`src/hw/rtl/hmac_sha256_engine_top_assert.svh`:
```
// Assertion macros shared by the HMAC-SHA256 engine modules.
`ifndef HMAC_SHA256_ENGINE_TOP_ASSERT_SVH
`define HMAC_SHA256_ENGINE_TOP_ASSERT_SVH

// Property must hold at every clock edge outside reset.
`define HSE_ASSERT(name, prop, msg) \
  name: assert property (@(posedge clk_i) disable iff (!rst_ni) (prop)) else $error(msg);

// Condition must never be true outside reset.
`define HSE_ASSERT_NEVER(name, cond, msg) \
  name: assert property (@(posedge clk_i) disable iff (!rst_ni) !(cond)) else $error(msg);

`endif

```
`src/hw/rtl/hse_pkg.sv`:
```
// Shared types, constants and SHA-256 functions of the HMAC engine.
`timescale 1ns / 1ps
package hse_pkg;

  localparam int BytesPerItemDef = 8;
  localparam logic [7:0] IPad = 8'h36;
  localparam logic [7:0] OPad = 8'h5c;
  localparam logic [7:0] PadMark = 8'h80;
  localparam logic [31:0] OuterLenBits = 32'd768;
  localparam logic [63:0] KeyBlockBits = 64'd512;

  localparam logic [31:0] ShaIv [8] = '{
    32'h6a09e667, 32'hbb67ae85, 32'h3c6ef372, 32'ha54ff53a,
    32'h510e527f, 32'h9b05688c, 32'h1f83d9ab, 32'h5be0cd19
  };

  localparam logic [31:0] RoundK [64] = '{
    32'h428a2f98, 32'h71374491, 32'hb5c0fbcf, 32'he9b5dba5,
    32'h3956c25b, 32'h59f111f1, 32'h923f82a4, 32'hab1c5ed5,
    32'hd807aa98, 32'h12835b01, 32'h243185be, 32'h550c7dc3,
    32'h72be5d74, 32'h80deb1fe, 32'h9bdc06a7, 32'hc19bf174,
    32'he49b69c1, 32'hefbe4786, 32'h0fc19dc6, 32'h240ca1cc,
    32'h2de92c6f, 32'h4a7484aa, 32'h5cb0a9dc, 32'h76f988da,
    32'h983e5152, 32'ha831c66d, 32'hb00327c8, 32'hbf597fc7,
    32'hc6e00bf3, 32'hd5a79147, 32'h06ca6351, 32'h14292967,
    32'h27b70a85, 32'h2e1b2138, 32'h4d2c6dfc, 32'h53380d13,
    32'h650a7354, 32'h766a0abb, 32'h81c2c92e, 32'h92722c85,
    32'ha2bfe8a1, 32'ha81a664b, 32'hc24b8b70, 32'hc76c51a3,
    32'hd192e819, 32'hd6990624, 32'hf40e3585, 32'h106aa070,
    32'h19a4c116, 32'h1e376c08, 32'h2748774c, 32'h34b0bcb5,
    32'h391c0cb3, 32'h4ed8aa4a, 32'h5b9cca4f, 32'h682e6ff3,
    32'h748f82ee, 32'h78a5636f, 32'h84c87814, 32'h8cc70208,
    32'h90befffa, 32'ha4506ceb, 32'hbef9a3f7, 32'hc67178f2
  };

  typedef enum logic [3:0] {
    ST_IDLE, ST_LOAD, ST_ROUND, ST_ADD, ST_ABSORB, ST_PAD, ST_FIN, ST_OUTB, ST_EMIT
  } state_e;

  typedef enum logic [1:0] {
    MODE_MSG, MODE_KEYIN, MODE_KEYOUT, MODE_OUTMSG
  } mode_e;

  typedef struct packed {
    logic [63:0] word;
    logic [1:0]  index;
    logic        done;
  } tag_t;

  function automatic logic [31:0] rotr(input logic [31:0] x, input int n);
    logic [63:0] d;
    d = {x, x} >> n;
    return d[31:0];
  endfunction

  function automatic logic [31:0] bsig0(input logic [31:0] x);
    return rotr(x, 2) ^ rotr(x, 13) ^ rotr(x, 22);
  endfunction

  function automatic logic [31:0] bsig1(input logic [31:0] x);
    return rotr(x, 6) ^ rotr(x, 11) ^ rotr(x, 25);
  endfunction

  function automatic logic [31:0] ssig0(input logic [31:0] x);
    return rotr(x, 7) ^ rotr(x, 18) ^ (x >> 3);
  endfunction

  function automatic logic [31:0] ssig1(input logic [31:0] x);
    return rotr(x, 17) ^ rotr(x, 19) ^ (x >> 10);
  endfunction

endpackage

```
`src/hw/rtl/hmac_sha256_engine_top.sv`:
```
// Top level of the HMAC-SHA256 engine: key registers, input queue, core, result queue.
// Usage:
//   Load the 32-byte key through cfg_we_i/cfg_idx_i/cfg_data_i (index 0..3) while idle.
//   Push message items (up to eight bytes, first byte in the top bits) while full is low;
//   mark the final item with last_item_i. Pop four tag words, word 0 first, while
//   empty is low; tag_done_o marks word 3.
//   Timing: the core absorbs one byte per cycle while no compression runs; each item
//   goes through take, one absorb step per byte, and an end-of-item step.
//   Each SHA-256 compression runs load, 64 rounds and add in one shared
//   round unit. A message adds one compression for the key block up front, one per
//   64 message bytes, and at the end the padding bytes, one or two inner final
//   compressions, two outer compressions and the emit of the four tag words.
//   A two-item input queue lets the next item be pushed while the core works.
//   If the receiver stalls, the four-entry result queue holds the tag and the core
//   waits in its emit step; input items keep queueing until the input queue is full.
//   Reset empties both queues, clears the key to zero and arms the inner key block.
`timescale 1ns / 1ps
module hmac_sha256_engine_top #(
  parameter int BytesPerItem = hse_pkg::BytesPerItemDef
) (
  input  logic                      clk_i,
  input  logic                      rst_ni,
  input  logic                      cfg_we_i,
  input  logic [1:0]                cfg_idx_i,
  input  logic [63:0]               cfg_data_i,
  input  logic                      push,
  output logic                      full,
  input  logic [8*BytesPerItem-1:0] data_bytes_i,
  input  logic [3:0]                byte_count_i,
  input  logic                      last_item_i,
  output logic                      empty,
  input  logic                      pop,
  output logic [63:0]               tag_word_o,
  output logic [1:0]                word_index_o,
  output logic                      tag_done_o
);

  logic [3:0][63:0] key_q;
  logic q_valid, q_pop, q_last, out_full, out_push;
  logic [8*BytesPerItem-1:0] q_data;
  logic [3:0] q_cnt;
  hse_pkg::tag_t out_item, head;

  always_ff @(posedge clk_i or negedge rst_ni) begin
    if (!rst_ni) begin
      key_q <= '0;
    end else if (cfg_we_i) begin
      key_q[cfg_idx_i] <= cfg_data_i;
    end
  end

  hse_front #(.BytesPerItem(BytesPerItem)) u_front (
    .clk_i, .rst_ni, .push, .full, .data_bytes_i, .byte_count_i, .last_item_i,
    .q_valid_o(q_valid), .q_pop_i(q_pop), .q_data_o(q_data), .q_cnt_o(q_cnt),
    .q_last_o(q_last)
  );

  hse_core #(.BytesPerItem(BytesPerItem)) u_core (
    .clk_i, .rst_ni, .key_i(key_q), .q_valid_i(q_valid), .q_pop_o(q_pop),
    .q_data_i(q_data), .q_cnt_i(q_cnt), .q_last_i(q_last), .out_full_i(out_full),
    .out_push_o(out_push), .out_item_o(out_item)
  );

  hse_outq u_outq (
    .clk_i, .rst_ni, .push_i(out_push), .item_i(out_item), .full_o(out_full),
    .empty, .pop, .item_o(head)
  );

  assign tag_word_o = head.word;
  assign word_index_o = head.index;
  assign tag_done_o = head.done;

endmodule

```
`src/hw/rtl/hse_front.sv`:
```
// Input side: takes items, clamps the byte count and queues them for the core.
`timescale 1ns / 1ps
module hse_front #(
  parameter int BytesPerItem = hse_pkg::BytesPerItemDef
) (
  input  logic                    clk_i,
  input  logic                    rst_ni,
  input  logic                    push,
  output logic                    full,
  input  logic [8*BytesPerItem-1:0] data_bytes_i,
  input  logic [3:0]              byte_count_i,
  input  logic                    last_item_i,
  output logic                    q_valid_o,
  input  logic                    q_pop_i,
  output logic [8*BytesPerItem-1:0] q_data_o,
  output logic [3:0]              q_cnt_o,
  output logic                    q_last_o
);

  logic [8*BytesPerItem-1:0] data_q [2];
  logic [3:0] cnt_q [2];
  logic       last_q [2];
  logic wr_q, wr_d, rd_q, rd_d;
  logic [1:0] num_q, num_d;
  logic wr_en;
  logic [3:0] cnt_clamp;

  assign full = (num_q == 2'd2);
  assign wr_en = push && !full;
  assign q_valid_o = (num_q != 2'd0);
  assign q_data_o = data_q[rd_q];
  assign q_cnt_o = cnt_q[rd_q];
  assign q_last_o = last_q[rd_q];
  // oversized counts mean a full item
  assign cnt_clamp = (byte_count_i > 4'(BytesPerItem)) ? 4'(BytesPerItem) : byte_count_i;

  always_comb begin
    wr_d = wr_en ? ~wr_q : wr_q;
    rd_d = q_pop_i ? ~rd_q : rd_q;
    num_d = num_q + {1'b0, wr_en} - {1'b0, q_pop_i};
  end

  always_ff @(posedge clk_i or negedge rst_ni) begin
    if (!rst_ni) begin
      wr_q <= 1'b0;
      rd_q <= 1'b0;
      num_q <= 2'd0;
    end else begin
      wr_q <= wr_d;
      rd_q <= rd_d;
      num_q <= num_d;
    end
  end

  always_ff @(posedge clk_i) begin
    if (wr_en) begin
      data_q[wr_q] <= data_bytes_i;
      cnt_q[wr_q] <= cnt_clamp;
      last_q[wr_q] <= last_item_i;
    end
  end

endmodule

```
`src/hw/rtl/hse_core.sv`:
```
// Back end: absorbs bytes, pads, runs SHA-256 compressions and emits the tag.
`timescale 1ns / 1ps
module hse_core #(
  parameter int BytesPerItem = hse_pkg::BytesPerItemDef
) (
  input  logic                      clk_i,
  input  logic                      rst_ni,
  input  logic [3:0][63:0]          key_i,
  input  logic                      q_valid_i,
  output logic                      q_pop_o,
  input  logic [8*BytesPerItem-1:0] q_data_i,
  input  logic [3:0]                q_cnt_i,
  input  logic                      q_last_i,
  input  logic                      out_full_i,
  output logic                      out_push_o,
  output hse_pkg::tag_t             out_item_o
);

  localparam int DataW = 8 * BytesPerItem;

  hse_pkg::state_e state_q, state_d, ret_q, ret_d;
  hse_pkg::mode_e  mode_q, mode_d;
  logic [5:0]  t_q, t_d;
  logic [31:0] h_q [8];
  logic [31:0] h_d [8];
  logic [31:0] v_q [8];
  logic [31:0] v_d [8];
  logic [31:0] w_q [16];
  logic [31:0] w_d [16];
  logic [31:0] buf_q [16];
  logic [31:0] buf_d [16];
  logic [31:0] dig_q [8];
  logic [31:0] dig_d [8];
  logic [5:0]  fill_q, fill_d;
  logic [63:0] len_q, len_d;
  logic        phase_q, phase_d;
  logic [DataW-1:0] data_q, data_d;
  logic [3:0]  cnt_q, cnt_d, idx_q, idx_d;
  logic        last_q, last_d;
  logic        first_q, first_d, lenok_q, lenok_d;
  logic [1:0]  e_q, e_d;

  logic [31:0] kw32, pad32, wsel, wsch, wcur, t1, t2;
  logic [63:0] kw, bits, lsh;
  logic [DataW-1:0] dsh;
  logic [7:0]  pbyte, bbyte, wbyte;
  logic        wr_byte, lenok_eff;

  // message word for the first sixteen rounds
  always_comb begin
    kw = key_i[t_q[2:1]];
    kw32 = t_q[0] ? kw[31:0] : kw[63:32];
    pad32 = (mode_q == hse_pkg::MODE_KEYIN) ? {4{hse_pkg::IPad}} : {4{hse_pkg::OPad}};
    case (mode_q)
      hse_pkg::MODE_MSG: wsel = buf_q[t_q[3:0]];
      hse_pkg::MODE_KEYIN, hse_pkg::MODE_KEYOUT: wsel = (t_q < 6'd8) ? (kw32 ^ pad32) : pad32;
      hse_pkg::MODE_OUTMSG: begin
        if (t_q < 6'd8) wsel = dig_q[t_q[2:0]];
        else if (t_q == 6'd8) wsel = {hse_pkg::PadMark, 24'd0};
        else if (t_q == 6'd15) wsel = hse_pkg::OuterLenBits;
        else wsel = 32'd0;
      end
      default: wsel = 32'd0;
    endcase
    wsch = w_q[0] + hse_pkg::ssig0(w_q[1]) + w_q[9] + hse_pkg::ssig1(w_q[14]);
    wcur = (t_q < 6'd16) ? wsel : wsch;
    t1 = v_q[7] + hse_pkg::bsig1(v_q[4]) + ((v_q[4] & v_q[5]) ^ (~v_q[4] & v_q[6]))
       + hse_pkg::RoundK[t_q] + wcur;
    t2 = hse_pkg::bsig0(v_q[0]) + ((v_q[0] & v_q[1]) ^ (v_q[0] & v_q[2]) ^ (v_q[1] & v_q[2]));
  end

  // byte sources for absorb and padding
  always_comb begin
    dsh = data_q << {idx_q, 3'b000};
    bbyte = dsh[DataW-1 -: 8];
    bits = {len_q[60:0], 3'b000} + hse_pkg::KeyBlockBits;
    lsh = bits << {fill_q[2:0], 3'b000};
    if (first_q) pbyte = hse_pkg::PadMark;
    else if (fill_q >= 6'd56 && lenok_q) pbyte = lsh[63:56];
    else pbyte = 8'd0;
    lenok_eff = first_q ? (fill_q < 6'd56) : lenok_q;
  end

  always_comb begin
    state_d = state_q;
    ret_d = ret_q;
    mode_d = mode_q;
    t_d = t_q;
    h_d = h_q;
    v_d = v_q;
    w_d = w_q;
    buf_d = buf_q;
    dig_d = dig_q;
    fill_d = fill_q;
    len_d = len_q;
    phase_d = phase_q;
    data_d = data_q;
    cnt_d = cnt_q;
    idx_d = idx_q;
    last_d = last_q;
    first_d = first_q;
    lenok_d = lenok_q;
    e_d = e_q;
    q_pop_o = 1'b0;
    out_push_o = 1'b0;
    wr_byte = 1'b0;
    wbyte = bbyte;
    out_item_o.word = {h_q[{e_q, 1'b0}], h_q[{e_q, 1'b1}]};
    out_item_o.index = e_q;
    out_item_o.done = (e_q == 2'd3);
    case (state_q)
      hse_pkg::ST_IDLE: begin
        if (q_valid_i) begin
          q_pop_o = 1'b1;
          data_d = q_data_i;
          cnt_d = q_cnt_i;
          last_d = q_last_i;
          idx_d = 4'd0;
          if (!phase_q) begin
            // start a message with the inner key block
            phase_d = 1'b1;
            h_d = hse_pkg::ShaIv;
            fill_d = 6'd0;
            len_d = 64'd0;
            mode_d = hse_pkg::MODE_KEYIN;
            ret_d = hse_pkg::ST_ABSORB;
            state_d = hse_pkg::ST_LOAD;
          end else begin
            state_d = hse_pkg::ST_ABSORB;
          end
        end
      end
      hse_pkg::ST_LOAD: begin
        v_d = h_q;
        t_d = 6'd0;
        state_d = hse_pkg::ST_ROUND;
      end
      hse_pkg::ST_ROUND: begin
        for (int i = 0; i < 15; i++) w_d[i] = w_q[i+1];
        w_d[15] = wcur;
        v_d[7] = v_q[6];
        v_d[6] = v_q[5];
        v_d[5] = v_q[4];
        v_d[4] = v_q[3] + t1;
        v_d[3] = v_q[2];
        v_d[2] = v_q[1];
        v_d[1] = v_q[0];
        v_d[0] = t1 + t2;
        t_d = t_q + 6'd1;
        if (t_q == 6'd63) state_d = hse_pkg::ST_ADD;
      end
      hse_pkg::ST_ADD: begin
        for (int i = 0; i < 8; i++) h_d[i] = h_q[i] + v_q[i];
        state_d = ret_q;
      end
      hse_pkg::ST_ABSORB: begin
        if (idx_q < cnt_q) begin
          wr_byte = 1'b1;
          fill_d = fill_q + 6'd1;
          len_d = len_q + 64'd1;
          idx_d = idx_q + 4'd1;
          if (fill_q == 6'd63) begin
            mode_d = hse_pkg::MODE_MSG;
            ret_d = hse_pkg::ST_ABSORB;
            state_d = hse_pkg::ST_LOAD;
          end
        end else if (last_q) begin
          first_d = 1'b1;
          state_d = hse_pkg::ST_PAD;
        end else begin
          state_d = hse_pkg::ST_IDLE;
        end
      end
      hse_pkg::ST_PAD: begin
        wr_byte = 1'b1;
        wbyte = pbyte;
        first_d = 1'b0;
        lenok_d = lenok_eff;
        fill_d = fill_q + 6'd1;
        if (fill_q == 6'd63) begin
          mode_d = hse_pkg::MODE_MSG;
          state_d = hse_pkg::ST_LOAD;
          if (lenok_eff) begin
            ret_d = hse_pkg::ST_FIN;
          end else begin
            // length goes into a second block
            ret_d = hse_pkg::ST_PAD;
            lenok_d = 1'b1;
          end
        end
      end
      hse_pkg::ST_FIN: begin
        dig_d = h_q;
        h_d = hse_pkg::ShaIv;
        mode_d = hse_pkg::MODE_KEYOUT;
        ret_d = hse_pkg::ST_OUTB;
        state_d = hse_pkg::ST_LOAD;
      end
      hse_pkg::ST_OUTB: begin
        mode_d = hse_pkg::MODE_OUTMSG;
        ret_d = hse_pkg::ST_EMIT;
        state_d = hse_pkg::ST_LOAD;
      end
      hse_pkg::ST_EMIT: begin
        if (!out_full_i) begin
          out_push_o = 1'b1;
          e_d = e_q + 2'd1;
          if (e_q == 2'd3) begin
            phase_d = 1'b0;
            fill_d = 6'd0;
            len_d = 64'd0;
            state_d = hse_pkg::ST_IDLE;
          end
        end
      end
      default: state_d = hse_pkg::ST_IDLE;
    endcase
    if (wr_byte) buf_d[fill_q[5:2]][{~fill_q[1:0], 3'b000} +: 8] = wbyte;
  end

  always_ff @(posedge clk_i or negedge rst_ni) begin
    if (!rst_ni) begin
      state_q <= hse_pkg::ST_IDLE;
      ret_q <= hse_pkg::ST_IDLE;
      mode_q <= hse_pkg::MODE_MSG;
      t_q <= 6'd0;
      h_q <= hse_pkg::ShaIv;
      fill_q <= 6'd0;
      len_q <= 64'd0;
      phase_q <= 1'b0;
      idx_q <= 4'd0;
      cnt_q <= 4'd0;
      last_q <= 1'b0;
      first_q <= 1'b0;
      lenok_q <= 1'b0;
      e_q <= 2'd0;
    end else begin
      state_q <= state_d;
      ret_q <= ret_d;
      mode_q <= mode_d;
      t_q <= t_d;
      h_q <= h_d;
      fill_q <= fill_d;
      len_q <= len_d;
      phase_q <= phase_d;
      idx_q <= idx_d;
      cnt_q <= cnt_d;
      last_q <= last_d;
      first_q <= first_d;
      lenok_q <= lenok_d;
      e_q <= e_d;
    end
  end

  always_ff @(posedge clk_i) begin
    v_q <= v_d;
    w_q <= w_d;
    buf_q <= buf_d;
    dig_q <= dig_d;
    data_q <= data_d;
  end

`include "hmac_sha256_engine_top_assert.svh"

  `HSE_ASSERT(a_round_step, (state_q == hse_pkg::ST_ROUND && t_q != 6'd63) |=> (t_q == $past(t_q) + 6'd1), "round counter skipped")
  `HSE_ASSERT_NEVER(a_pop_busy, q_pop_o && state_q != hse_pkg::ST_IDLE, "item taken while busy")
  `HSE_ASSERT_NEVER(a_push_state, out_push_o && state_q != hse_pkg::ST_EMIT, "tag word outside emit")
  `HSE_ASSERT(a_round_end, (state_q == hse_pkg::ST_ROUND && t_q == 6'd63) |=> (state_q == hse_pkg::ST_ADD), "compression did not finish")

endmodule

```
`src/hw/rtl/hse_outq.sv`:
```
// Four-entry result queue holding tag words until they are popped.
`timescale 1ns / 1ps
module hse_outq (
  input  logic          clk_i,
  input  logic          rst_ni,
  input  logic          push_i,
  input  hse_pkg::tag_t item_i,
  output logic          full_o,
  output logic          empty,
  input  logic          pop,
  output hse_pkg::tag_t item_o
);

  hse_pkg::tag_t mem_q [4];
  logic [1:0] wr_q, rd_q;
  logic [2:0] num_q, num_d;
  logic do_pop;

  assign full_o = (num_q == 3'd4);
  assign empty = (num_q == 3'd0);
  assign do_pop = pop && !empty;
  assign item_o = mem_q[rd_q];

  always_comb begin
    num_d = num_q + {2'b00, push_i} - {2'b00, do_pop};
  end

  always_ff @(posedge clk_i or negedge rst_ni) begin
    if (!rst_ni) begin
      wr_q <= 2'd0;
      rd_q <= 2'd0;
      num_q <= 3'd0;
    end else begin
      if (push_i) wr_q <= wr_q + 2'd1;
      if (do_pop) rd_q <= rd_q + 2'd1;
      num_q <= num_d;
    end
  end

  always_ff @(posedge clk_i) begin
    if (push_i) mem_q[wr_q] <= item_i;
  end

endmodule
```
`config.mk`:
```
export PLATFORM = sky130hd
export DESIGN_NAME = hmac_sha256_engine_top
export DESIGN_NICKNAME = d
export VERILOG_FILES = /design/src/hw/rtl/hse_pkg.sv /design/src/hw/rtl/hmac_sha256_engine_top.sv /design/src/hw/rtl/hse_front.sv /design/src/hw/rtl/hse_core.sv /design/src/hw/rtl/hse_outq.sv
export VERILOG_INCLUDE_DIRS = /design/src /design/src/hw/rtl
export SDC_FILE = /design/constraint.sdc
export NUM_CORES = 2
export LEC_CHECK = 0
export ABC_AREA = 0
export BUFFER_PORTS_ARGS = -buffer_cell sky130_fd_sc_hd__buf_2
export CORE_MARGIN = 4
export CORE_UTILIZATION = 38
export DETAILED_ROUTE_END_ITERATION = 7
export SETUP_SLACK_MARGIN = 0.05
export SLEW_MARGIN = 20
export SYNTH_ARGS = -nofsm -noshare
export SYNTH_HDL_FRONTEND = slang
export SYNTH_SLANG_ARGS = --single-unit
```
`constraint.sdc`:
```
create_clock -name clk_i -period 17.8 [get_ports clk_i]
set_input_delay 1.78 -clock clk_i [delete_from_list [all_inputs] [get_ports clk_i]]
set_output_delay 1.78 -clock clk_i [all_outputs]
set_load 0.01 [all_outputs]
```
# [Word level (Yosys, flattened, before mapping)]
# Memories as Yosys holds them, arrays and structs flattened. A register that Yosys moved wholly into a read port is not among the register bits.
# Index checks and enable logic that the tools add are counted.
[totals] regBits=2154 ram_bits=406 romBits=2048 inputBits=140 output_inout_bits=69 elab_cells=317 memories=5
[memory_table] name="(no name shown)" words=64 word_bits=32 read_ports=1 rd_ports_with_merged_regs=0 wr=0 line_no="hse_core.sv:68" rtl="+ hse_pkg::RoundK[t_q] + wcur;"
[memory_table] name="u_outq.mem_q" words=4 word_bits=67 read_ports=1 rd_ports_with_merged_regs=0 wr=1 line_no="hse_outq.sv:14" rtl="hse_pkg::tag_t mem_q [4];"
[memory_table] name="u_front.data_q" words=2 word_bits=64 read_ports=1 rd_ports_with_merged_regs=1 wr=1 line_no="hse_front.sv:20" rtl="logic [8*BytesPerItem-1:0] data_q [2];"
[memory_table] name="u_front.cnt_q" words=2 word_bits=4 read_ports=1 rd_ports_with_merged_regs=1 wr=1 line_no="hse_front.sv:21" rtl="logic [3:0] cnt_q [2];"
[memory_table] name="u_front.last_q" words=2 word_bits=1 read_ports=1 rd_ports_with_merged_regs=1 wr=1 line_no="hse_front.sv:22" rtl="logic last_q [2];"
[classes] add_sub_neg=31 n_lt_le_gt_ge=16 n_eq_ne=28 n_shift=4 n_mux=94 n_bitwise=28 reduce_logical=34
[op_table] op="$pmux 256 s3" n=1
[op_table] op="$add 32x32->32" n=18
[op_table] op="$bwmux 512" n=1
[op_table] op="$mux 256" n=2
[op_table] op="$mux 32" n=16
[op_table] op="$pmux 256 s2" n=1
[op_table] op="$mux 64" n=7
[op_table] op="$xor 32x32->32" n=10
[op_table] op="$bmux 32 s3" n=3
[op_table] op="$bwmux 256" n=1
[op_table] op="$pmux 64 s3" n=1
[op_table] op="$and 32x32->32" n=5
[op_table] op="$bmux 32 s4" n=1
[op_table] op="$bmux 64 s2" n=1
[op_table] op="$demux 32 s4" n=1
[op_table] op="$demux 64 s2" n=1
[op_table] op="$pmux 32 s3" n=1
[op_table] op="$add 64x1->64 const B" n=1
[op_table] op="$add 64x10->64 const B" n=1
[op_table] op="$shl 64x6->64" n=1
[op_table] op="$shl 64x7->64" n=1
[op_table] op="$mux 4" n=14
[op_table] op="$not 32->32" n=1
[op_table] op="$pmux 4 s8" n=1
[op_table] op="67 further kinds" n=144

# [Longest topological paths before layout]
[logic_depth] depth_word=10 depth_mapped=46 mapped_depth_nobuf=46

# [By module]
# Synthesis repeated with hierarchy kept, for this count alone.
[unflattened] cells_unflattened=9737 hier_area_um2=131215.8
[modules_own_cells] mod="hse_core" n_inst=1 cells_per_inst=8571 area_per_inst_um2=105780.2 seq_area_each_um2=57049.7
[modules_own_cells] mod="hse_outq" n_inst=1 cells_per_inst=387 area_per_inst_um2=10080.9 seq_area_each_um2=8222.9
[modules_own_cells] mod="hmac_sha256_engine_top" n_inst=1 cells_per_inst=543 area_per_inst_um2=9806.9 seq_area_each_um2=6406.1
[modules_own_cells] mod="hse_front" n_inst=1 cells_per_inst=236 area_per_inst_um2=5547.8 seq_area_each_um2=4244.1

# [Worst setup path after synthesis]
# Ideal clock, no wire load.
[synth_timing] kind="reg2reg" from="register u_core.state_q[2]" to="register u_core.w_q[0] (netlist name), enable pin" setup_ps=1077 arrival_ps=15274 required_ps=16723 path_slack_ps=1449 stages_incl_launch_ff=7 path_buffers=3 synth_period_minus_slack_ps=16351 cell_sequence="dfrtp_1 clkbuf_1 nor2_1 nand3_1 inv_1 clkbuf_1 clkbuf_1"
[synth_between] elab_chain_cells=1
[synth_lines] item="start, declared" line_no="hse_core.sv:21" rtl="hse_pkg::state_e state_q, state_d, ret_q, ret_d;"
[synth_lines] item="start signal, assigned" line_no="hse_core.sv:223" rtl="state_q <= hse_pkg::ST_IDLE;"
[synth_lines] item="start signal, assigned" line_no="hse_core.sv:238" rtl="state_q <= state_d;"
[synth_lines] item="$eq 4x2->1" line_no="hse_core.sv:111" rtl="case (state_q)"
[synth_lines] item="end signal, assigned" line_no="hse_core.sv:257" rtl="w_q <= w_d;"
[synth_lines] item="end, declared" line_no="hse_core.sv:28" rtl="logic [31:0] w_q [16];"
# No other way between the ends.
# A chain may end at the register's enable or synchronous reset.

==> metrics <==
Worst EP arrival=12360 ps; share of layout cells above drive strength 1=0.1800; vias in the first global route=80876; TritonRoute pass-1 iters=6; first-pass GRT wire length=between 500000 and 600000 µm; Synth area leaders=edfxtp_1 (47%), dfrtp_1 (9.4%), mux4_2 (8.0%); mux cell area share after synthesis=0.1143; TritonCTS buffer count=293; slowest cell on the critical path=fa_1; Synth Area in Compound Gates=0.07933; top cell type's share of synthesized area=0.4659; starting density of the core=0.3829; Yosys warning count=0; Num Clock Sinks=roughly 2600; Reg clk slew, reported paths=approximately 60 ps; setup tns final=0 ps; port bufs=208; CTS tree=built; Clock Latency Late Sink=930 ps; Worst Path Max Fanout=5; Worst-Margin Slew=1258 ps; core area=337700 µm²; Resized cells post-CTS=0; DIE HEIGHT=591.3 µm; Hold-fix buffers, CTS=0; final-report max-slew violation count=0; Routed WL=400900 µm; Worst Path Required=18410 ps; Routed Antenna Nets=0; Layout Skew=54.73 ps; Hold WC Path Type=flop to flop; Initial DRC Count=8793; delay of the slowest cell on the worst path=530 ps; die width=between 500 and 600 µm; RSZ-0062 raised after global routing=false; global route overflow=0; most frequent cells in the layout=edfxtp_1 (2006), nand2_1 (1168), a21oi_1 (572); Final HPWL DP=284800 µm; RD Place Congestion=slightly below 1; routed vias=82006; post-route minimum period=between 10000 and 15000 ps; period utilisation layout=0.6602; crit start category=flop; Seq/Total Area, Yosys=0.5872; setup bufs post-CTS=0; cell area after synthesis=between 100000 and 150000 µm²; FILL cells=30490; syn_nets=10317; num rows=~210; Mapped Avg Cell Area=13.51 µm²; Crit Path Category=flop to flop; die area=349600 µm²; Critical Path End Type=flop; register bit total from synthesis=around 2600; Clock Root Buffer=clkbuf_16; Layout area overhead=12.54%; Setup Viol. Count Final=0; largest family of logic cells by synthesized area=multiplexers; largest area contributor in the netlist=edfxtp_1; unique cell type count in the Yosys netlist=slightly below 90; Post-Synth Adder-Cell Area=0.07163; maxcap violations=0; XOR/XNOR Fraction of Synth Area=0.04748; routed vias/inst=about 5.6; Synth Area in Simple Gates=0.07680; largest net degree at the start of global routing=216; num ports=209; f_max=85.09 MHz; endpoints failing hold=0; async set-reset flop share out of synthesis=0.2361; Synth Flop Type=edfxtp_1; DRC errors left=0; Mapped Cells=~9600; wire per inst=27.61 µm; Post-synth EDFFs=approximately 2000; status=finished, final reports clean; Worst slew margin=0.1553; commonest non-fill, non-tap cell in the layout=edfxtp_1; all-layer global routing usage=0.2246; Nets=~10000; H-tree lvl count=5; initial antenna violation count=42; clk buf depth=4
[cell usage after synthesis, types with 16 or more instances]
master,n
buf_2,44
a22o_1,17
o22a_1,16
mux2i_1,64
or3_1,41
a21oi_1,573
or2_2,19
nand2b_1,70
nand4_1,36
o22ai_1,17
dfrtp_1,484
and2_1,21
mux4_2,458
xnor2_1,424
o21a_1,55
nand2_1,1168
xor2_1,277
clkbuf_1,349
maj3_1,17
fa_1,196
a22oi_1,17
o31ai_1,32
buf_1,54
nor2_1,576
inv_1,331
ha_1,413
o211ai_1,31
a31oi_1,48
and3_1,50
nor2b_1,64
o21bai_1,58
a211oi_1,44
mux2_2,340
o21ai_0,425
dfstp_2,136
edfxtp_1,2006
a21o_1,192
nand3_1,109
nor3_1,80
[routing by layer]
| layer | routed length [µm] | track usage |
|---|---|---|
| met3 | 31400 | 0.03978 |
| met1 | 169900 | 0.3172 |
| met2 | 185000 | 0.3543 |
| met5 | 116 | 0 |
| met4 | 14430 | 0.06944 |
[path summary, 6_finish.rpt]
kind,start,endpoint,slack (ps),depth (start not counted)
worst max-delay path,u_core.w_q[43]$_DFFE_PP_,u_core.v_q[255]$_DFFE_PP_,6050,42
min in group asynchronous,rst_ni,u_core.h_q[184]$_DFFE_PN0P_,860,1
worst max register to register,u_core.w_q[43]$_DFFE_PP_,u_core.v_q[255]$_DFFE_PP_,6050,42
worst min-delay path,u_core.w_q[107]$_DFFE_PP_,u_core.w_q[139]$_DFFE_PP_,400,0
worst min register to register,u_core.w_q[107]$_DFFE_PP_,u_core.w_q[139]$_DFFE_PP_,400,0
max in group asynchronous,rst_ni,key_q[168]$_DFFE_PN0P_,13540,5
[flip-flops by register name (all words and copies together), names as in the netlist, 6 cells and up]
name	count
u_core.w_q	512
u_core.buf_q	512
u_core.t_q	6
u_outq.mem_q	268
u_core.v_q	256
key_q	256
u_core.len_q	61
u_core.h_q	256
u_core.dig_q	256
u_core.data_q	64
u_front.data_q	128
u_core.fill_q	6
u_front.cnt_q	8
[per-stage QoR]
stage	util	hold WS [ps]	std cells	area [µm²]	setup slack (ps)
3_3_place_gp	0.4011	400.0	13965	135400	6299
4_1_cts	0.4307	401.0	14501	145400	6255
6_report	0.4309	401.3	14519	145500	6048
3_5_place_dp	0.4011	404.5	13965	135500	6334
5_1_grt	0.4308	398.8	14505	145500	5540
2_1_floorplan	-	400.3	9568	129300	1449
[logic make-up (layout without fill, tap and decap cells)]
| group | Yosys count | in the layout |
|---|---|---|
| AO/OA/AOI/OAI | 1673 | 1673 |
| XOR/XNOR | 701 | 701 |
| adder cells (fa/ha/maj) | 626 | 626 |
| buffers and inverters | 783 | 1202 |
| flip-flops | 2626 | 2626 |
| multiplexers | 862 | 862 |
| other | 0 | 17 |
| AND/OR/NAND/NOR | 2297 | 2297 |
[cell type report]
type	instances	area, µm²	share of cell area
Tap cell	4515	5649	0.03882
Multi-Input combinational cell	6159	50540	0.3473
Sequential cell	2626	75950	0.5220
Antenna cell	17	42.54	0.0002924
Inverter	334	1271	0.008736
Timing Repair Buffer	332	2077	0.01427
Clock buffer	379	8006	0.05502
Clock inverter	157	1971	0.01354
[worst max-delay path: cells and delay by family (launching register included)]
kind	cells	cell delay, ps
xor+xnor	6	1490
simple gates	11	2680
buf+inv	4	280
fa+ha+maj	9	3730
flops	1	490
compound gates	12	2780
Power is not shown: default switching activity piles up to over one toggle a cycle in this logic, so the estimate is an artifact.
